### src/design/pia_pkg.sv
// shared types and constants of the priority intent arbiter
// no dependencies
`default_nettype none

package pia_pkg;

   localparam logic [1:0] MODE_SUBMIT  = 2'd0;
   localparam logic [1:0] MODE_RESOLVE = 2'd1;
   localparam logic [1:0] MODE_REMOVE  = 2'd2;
   localparam logic [1:0] MODE_CLEAR   = 2'd3;

   localparam logic [7:0] STALE_WINDOW_RESET = 8'd2;

   // commands from the controller to the datapath
   typedef struct packed {
      logic load;
      logic read;
      logic eval;
      logic commit;
   } dp_cmd_type;

endpackage

`default_nettype wire

### src/design/pia_ctrl.sv
// controller state machine of the priority intent arbiter
// depends on pia_pkg
`default_nettype none

module pia_ctrl (
   input  wire               clock,
   input  wire               reset,
   input  wire               start,
   output logic              busy,
   output logic              csr_ready,
   output logic              rsp_strobe,
   output pia_pkg::dp_cmd_type cmd
);
   import pia_pkg::*;

   typedef enum logic [3:0] {
      S_IDLE  = 4'b0001,
      S_READ  = 4'b0010,
      S_EVAL  = 4'b0100,
      S_WRITE = 4'b1000
   } state_type;

   state_type state_ff, state_in;

   always_comb begin
      state_in = state_ff;
      case (state_ff)
         S_IDLE:  if (start) state_in = S_READ;
         S_READ:  state_in = S_EVAL;
         S_EVAL:  state_in = S_WRITE;
         S_WRITE: state_in = S_IDLE;
         default: state_in = S_IDLE;
      endcase
   end

   always_ff @(posedge clock) begin
      if (reset) begin
         state_ff <= S_IDLE;
      end else begin
         state_ff <= state_in;
      end
   end

   assign busy       = (state_ff != S_IDLE);
   assign csr_ready  = (state_ff == S_IDLE);
   assign rsp_strobe = (state_ff == S_WRITE);

   always_comb begin
      cmd.load   = (state_ff == S_IDLE) && start;
      cmd.read   = (state_ff == S_READ);
      cmd.eval   = (state_ff == S_EVAL);
      cmd.commit = (state_ff == S_WRITE);
   end

endmodule

`default_nettype wire

### config.mk
export PLATFORM = sky130hd
export DESIGN_NAME = pia_ctrl
export DESIGN_NICKNAME = d
export VERILOG_FILES = /design/src/design/pia_pkg.sv /design/src/design/pia_ctrl.sv
export SDC_FILE = /design/constraint.sdc
export NUM_CORES = 1
export LEC_CHECK = 0
export ABC_AREA = 0
export BUFFER_PORTS_ARGS = -buffer_cell sky130_fd_sc_hd__buf_4
export CORE_AREA = 5 5 42 44
export DETAILED_ROUTE_END_ITERATION = 7
export DIE_AREA = 0 0 47 49
export HOLD_SLACK_MARGIN = 0.03
export MAX_ROUTING_LAYER = met4
export SLEW_MARGIN = 20
export SYNTH_ARGS = -nofsm -noshare
export SYNTH_HDL_FRONTEND = slang
export SYNTH_SLANG_ARGS = --single-unit
### constraint.sdc
create_clock -name clock -period 1 [get_ports clock]
set_input_delay 0.1 -clock clock [delete_from_list [all_inputs] [get_ports clock]]
set_output_delay 0.1 -clock clock [all_outputs]
set_load 0.02 [all_outputs]
# Word-level counts from Yosys, hierarchy flattened
# Cells that the tools add are included.
word_totals:
  regBits: 4
  word_cells: 10
op_classes:
  eq_ne: 6
  muxes: 2
  reduce_logical: 1
ops:
  columns: ["cell", "n"]
  rows:
  - ["$pmux W4 S3", 1]
  - ["$eq A4 B1 Y1 const B", 1]
  - ["$eq A4 B2 Y1 const B", 1]
  - ["$eq A4 B3 Y1 const B", 1]
  - ["$eq A4 B4 Y1 const B", 1]
  - ["$mux W4", 1]
  - ["$ne A4 B1 Y1 const B", 1]
  - ["$ne A2 B2 Y1 const B", 1]
  - ["$logic_and A1 B1 Y1", 1]

# Logic depth before layout (Yosys ltp)
logic_depth:
  word_depth: 2
  depth_mapped: 2

# Least setup slack after synthesis
# No wires, ideal clock.
synth_timing:
  path_type: "flip-flop to output port"
  from: "register state_ff[3]"
  to: "output cmd[0] in the netlist's numbering"
  arrival_ns: 1.567
  required_ns: 0.900
  setup_slack_ns: -0.667
  stages_incl_launch_ff: 3
  path_buffers: 1
  cell_sequence: "dfxtp_1 -> nor4b_1 -> buf_4"
synth_between:
  elab_chain_cells: 1
synth_lines:
  columns: ["element", "line", "source"]
  rows:
  - ["start, declared", "pia_ctrl.sv:23", "state_type state_ff, state_in;"]
  - ["start signal, assigned", "pia_ctrl.sv:40", "state_ff <= state_in;"]
  - ["$eq A4 B4 Y1", null, null]
  - ["end, declared", "pia_ctrl.sv:12", "output pia_pkg::dp_cmd_type cmd"]
# No other way between the ends.

# Final worst setup path
layout_timing:
  from: "register state_ff[1]"
  to: "output busy"
layout_between:
  elab_chain_cells: 1
layout_lines:
  columns: ["element", "line", "source"]
  rows:
  - ["$ne A4 B1 Y1", "pia_ctrl.sv:44", "assign busy = (state_ff != S_IDLE);"]
  - ["end, declared", "pia_ctrl.sv:9", "output logic busy,"]
# No other way between the ends.

==> reports/metrics.yaml <==
outcome:
  run_status: "finished with violations"
  failed_checks: "setup timing"
grt:
  met1_usage_pct: 7.71
  gr-usage-met3_pct: 2.58
  grt.total_usage_pct: 5.85
  top_usage_layer: "met1"
  grt_start_max_net_pins: 7
  via_count_of_the_first_global_routing_pass: 202
  antenna_found_initial: 0
  grt_pass1_wl_um: 931
  gr-total-overflow: 0
  globalRouteMet2Util_pct: 6.79
timing:
  finalSetupViolCount: 7
  slew_violations: 0
  worst-slew-pin-transition_ns: 0.229
  clock-skew-final_ns: 0.00590
  grt_setup_unrepaired: "true"
  hold_violations: 0
  layout_min_cycle_time_ns: 1.27
  finalWorstSetupSlack_ns: -0.269
  final.period_utilization_pct: 127
  timing.max_slew.rel_slack_pct: 84.7
  max_clock_freq_mhz: 788
routing:
  wire_length_per_cell_after_detailed_routing_um: 9.40
  detailedRoute.firstPassIterationCount: 2
  wirelength_um: 517
  avgViaCountPerCell: 3.98
  route.vias.total: 219
  drc_errors: 0
  post_drt_antenna_nets: 0
  detailedRoute.firstIterationViolations: 1
floorplan:
  initial_core_utilization_pct: 16.9
  rows: 14
  fp.dieArea_um2: 2300
  pin_count: 10
  die_h_um: 49
  fp.coreArea_um2: 1400
  chipWidth_um: 47
synth:
  syn_area_um2: 236
  synth-seq-area-share_pct: 33.9
  synth-edff-count: 0
  most_area_hungry_cell_type_in_the_yosys_netlist: "sky130_fd_sc_hd__dfxtp_1"
  synth.cells.most_frequent: "4 x sky130_fd_sc_hd__dfxtp_1, 2 x sky130_fd_sc_hd__buf_4, 2 x sky130_fd_sc_hd__nor4b_1, 2 x sky130_fd_sc_hd__nor4b_4"
  yosys.cell_count.top_type: "sky130_fd_sc_hd__dfxtp_1"
  netlist-cell-type-count: 14
  synthesis.instances: 20
  synth.area.top_cells: "sky130_fd_sc_hd__dfxtp_1 34%, sky130_fd_sc_hd__nor4b_4 20%, sky130_fd_sc_hd__nor4b_1 7.4%, sky130_fd_sc_hd__buf_4 6.3%, sky130_fd_sc_hd__nor4b_2 6.3%"
  ys_warn_count: 0
  avgSynthCellArea_um2: 11.8
  synth_top_cell_area_share_pct: 33.9
  ys.flop_type: "sky130_fd_sc_hd__dfxtp_1"
  ys_async_sr_fraction_pct: 0
  synth-seq-cells: 4
  syn_nets: 23
clock_tree:
  clock_sinks: 4
  cts.path.max_buffers: 2
  clockRootBuffer: "sky130_fd_sc_hd__clkbuf_4"
  clock_tree.htree_level_count: 1
  worst_skew_pair.late_latency_ns: 0.23
  cts_tree: "yes"
  tritoncts.num_buffers: 3
  clkTransAtPathRegs_ns: 0.04
flow_run:
  cap_viol_max_count: 0
finish:
  area_delta_synth_final_pct: 93.1
  insertedDiodeCount: 0
  multi_input_area_um2: 161
  filler_cell_count: 151
  flip_flop_count_of_the_largest_register_after_layout: 4
  post_route_cells_drive_above_1_share_pct: 79.5
  post_layout_nonfiller_instances: 55
  final_nets: 43
  max_flop_register: "state_ff"
  reg.largest.list: "state_ff: 4 flops"
  regArea_um2: 90.1
pwr:
  max-vdd-ir-drop_uv: 629
  leakage_nw: 0.202
  power.density_nw_per_um2: 1170
  power.total_w: 0.000535
worst_setup_path:
  start_kind: "flip-flop"
  crit_arrival_ns: 1.17
  criticalPathCategory: "flip-flop to output pin"
  critPathMaxFanout: 6
  regToRegSetupSlack_ns: 0.04
  critical_path.endpoint_type: "output pin"
  critical_path_required_ns: 0.90
place:
  place.detailed.hpwl_um: 434
  portBuffers: 9
  dpl.cell_count: 50
  gp_routability_congestion: 0.753
hold_path:
  class_of_the_tightest_hold_or_removal_check: "input pin to flip-flop"
## final cells by class
class                      count  area share, %
timing repair buffer          17           34.0
sequential                     4           19.7
multi-input combinational     13           35.3
tap                           16           4.38
inverter                       1          0.822
clock buffer                   4           5.75
## metal layers
metal,share of wire (%),vias up
met5,0,-
met4,0,0
met3,12,0
met2,40,10
met1,48,98
li1,-,111
## path summary, 6_finish.rpt
| path | startpoint | cells past startpoint | end |
|---|---|---|---|
| worst max-delay path | state_ff[1] | 4 | busy |
| worst min-delay path | reset | 2 | state_ff[2] |
| worst max register to register | state_ff[2] | 3 | state_ff[0] |
| worst min register to register | state_ff[0] | 2 | state_ff[1] |
## cell families (layout without fill, tap and decap cells)
group | Yosys count | count (layout) | share of synthesized area (%)
and+or+nand+nor | 11 | 11 | 50.8
buffers and inverters | 3 | 22 | 7.93
AOI/OAI and AO/OA | 1 | 1 | 3.70
xor gates and xnor gates | 1 | 1 | 3.70
DFF | 4 | 4 | 33.9
## worst max-delay path, stage by stage (launching register included)
cell,delay (ns)
sky130_fd_sc_hd__dfxtp_4,0.36
sky130_fd_sc_hd__nor4b_4,0.26
sky130_fd_sc_hd__buf_4,0.16
sky130_fd_sc_hd__inv_2,0.03
sky130_fd_sc_hd__buf_6,0.12
## through the flow
step                utilization (%)  hold WS [ns]  setup WS [ns]  cell area, µm²  TNS (ns)
floorplan                         -         0.257         -0.154             262    -0.364
global placement               28.5         0.398        -0.0431             399    -0.136
detailed placement             28.5         0.400        -0.0493             399    -0.138
CTS                            30.4         0.153         -0.306             425     -1.84
global route                   32.6         0.157         -0.334             457     -2.14
finish                         32.6         0.162         -0.269             457     -1.70
## where the power goes
part	switching [W]	internal (W)	total (W)	leakage (nW)
Clock	0.0000659	0.000150	0.000216	0.0150
Sequential	0.0000165	0.000167	0.000183	0.0344
Combinational	0.0000538	0.0000828	0.000137	0.152
Total	0.000136	0.000399	0.000535	0.202
## repair_timing
action | CTS | global route
buffers inserted | 0 | 1
setup endpoints to repair | 7 | 10
resized for setup | 0 | 7
hold buffers | 0 | 0
## placed cells by master (no fill, tap or decap)
cell	instances
sky130_fd_sc_hd__buf_4	12
sky130_fd_sc_hd__buf_6	4
sky130_fd_sc_hd__nor4b_4	3
sky130_fd_sc_hd__clkbuf_4	3
sky130_fd_sc_hd__nor4b_2	2
sky130_fd_sc_hd__dfxtp_4	2
sky130_fd_sc_hd__dfxtp_2	2
sky130_fd_sc_hd__inv_2	1
sky130_fd_sc_hd__and2_4	1
sky130_fd_sc_hd__and2b_1	1
sky130_fd_sc_hd__or2_1	1
sky130_fd_sc_hd__nand4bb_1	1
sky130_fd_sc_hd__nor2_1	1
sky130_fd_sc_hd__xor2_1	1
sky130_fd_sc_hd__nor3_1	1
sky130_fd_sc_hd__a2bb2oi_1	1
sky130_fd_sc_hd__clkbuf_1	1
sky130_fd_sc_hd__buf_12	1
(Power assumes the default switching activity.)
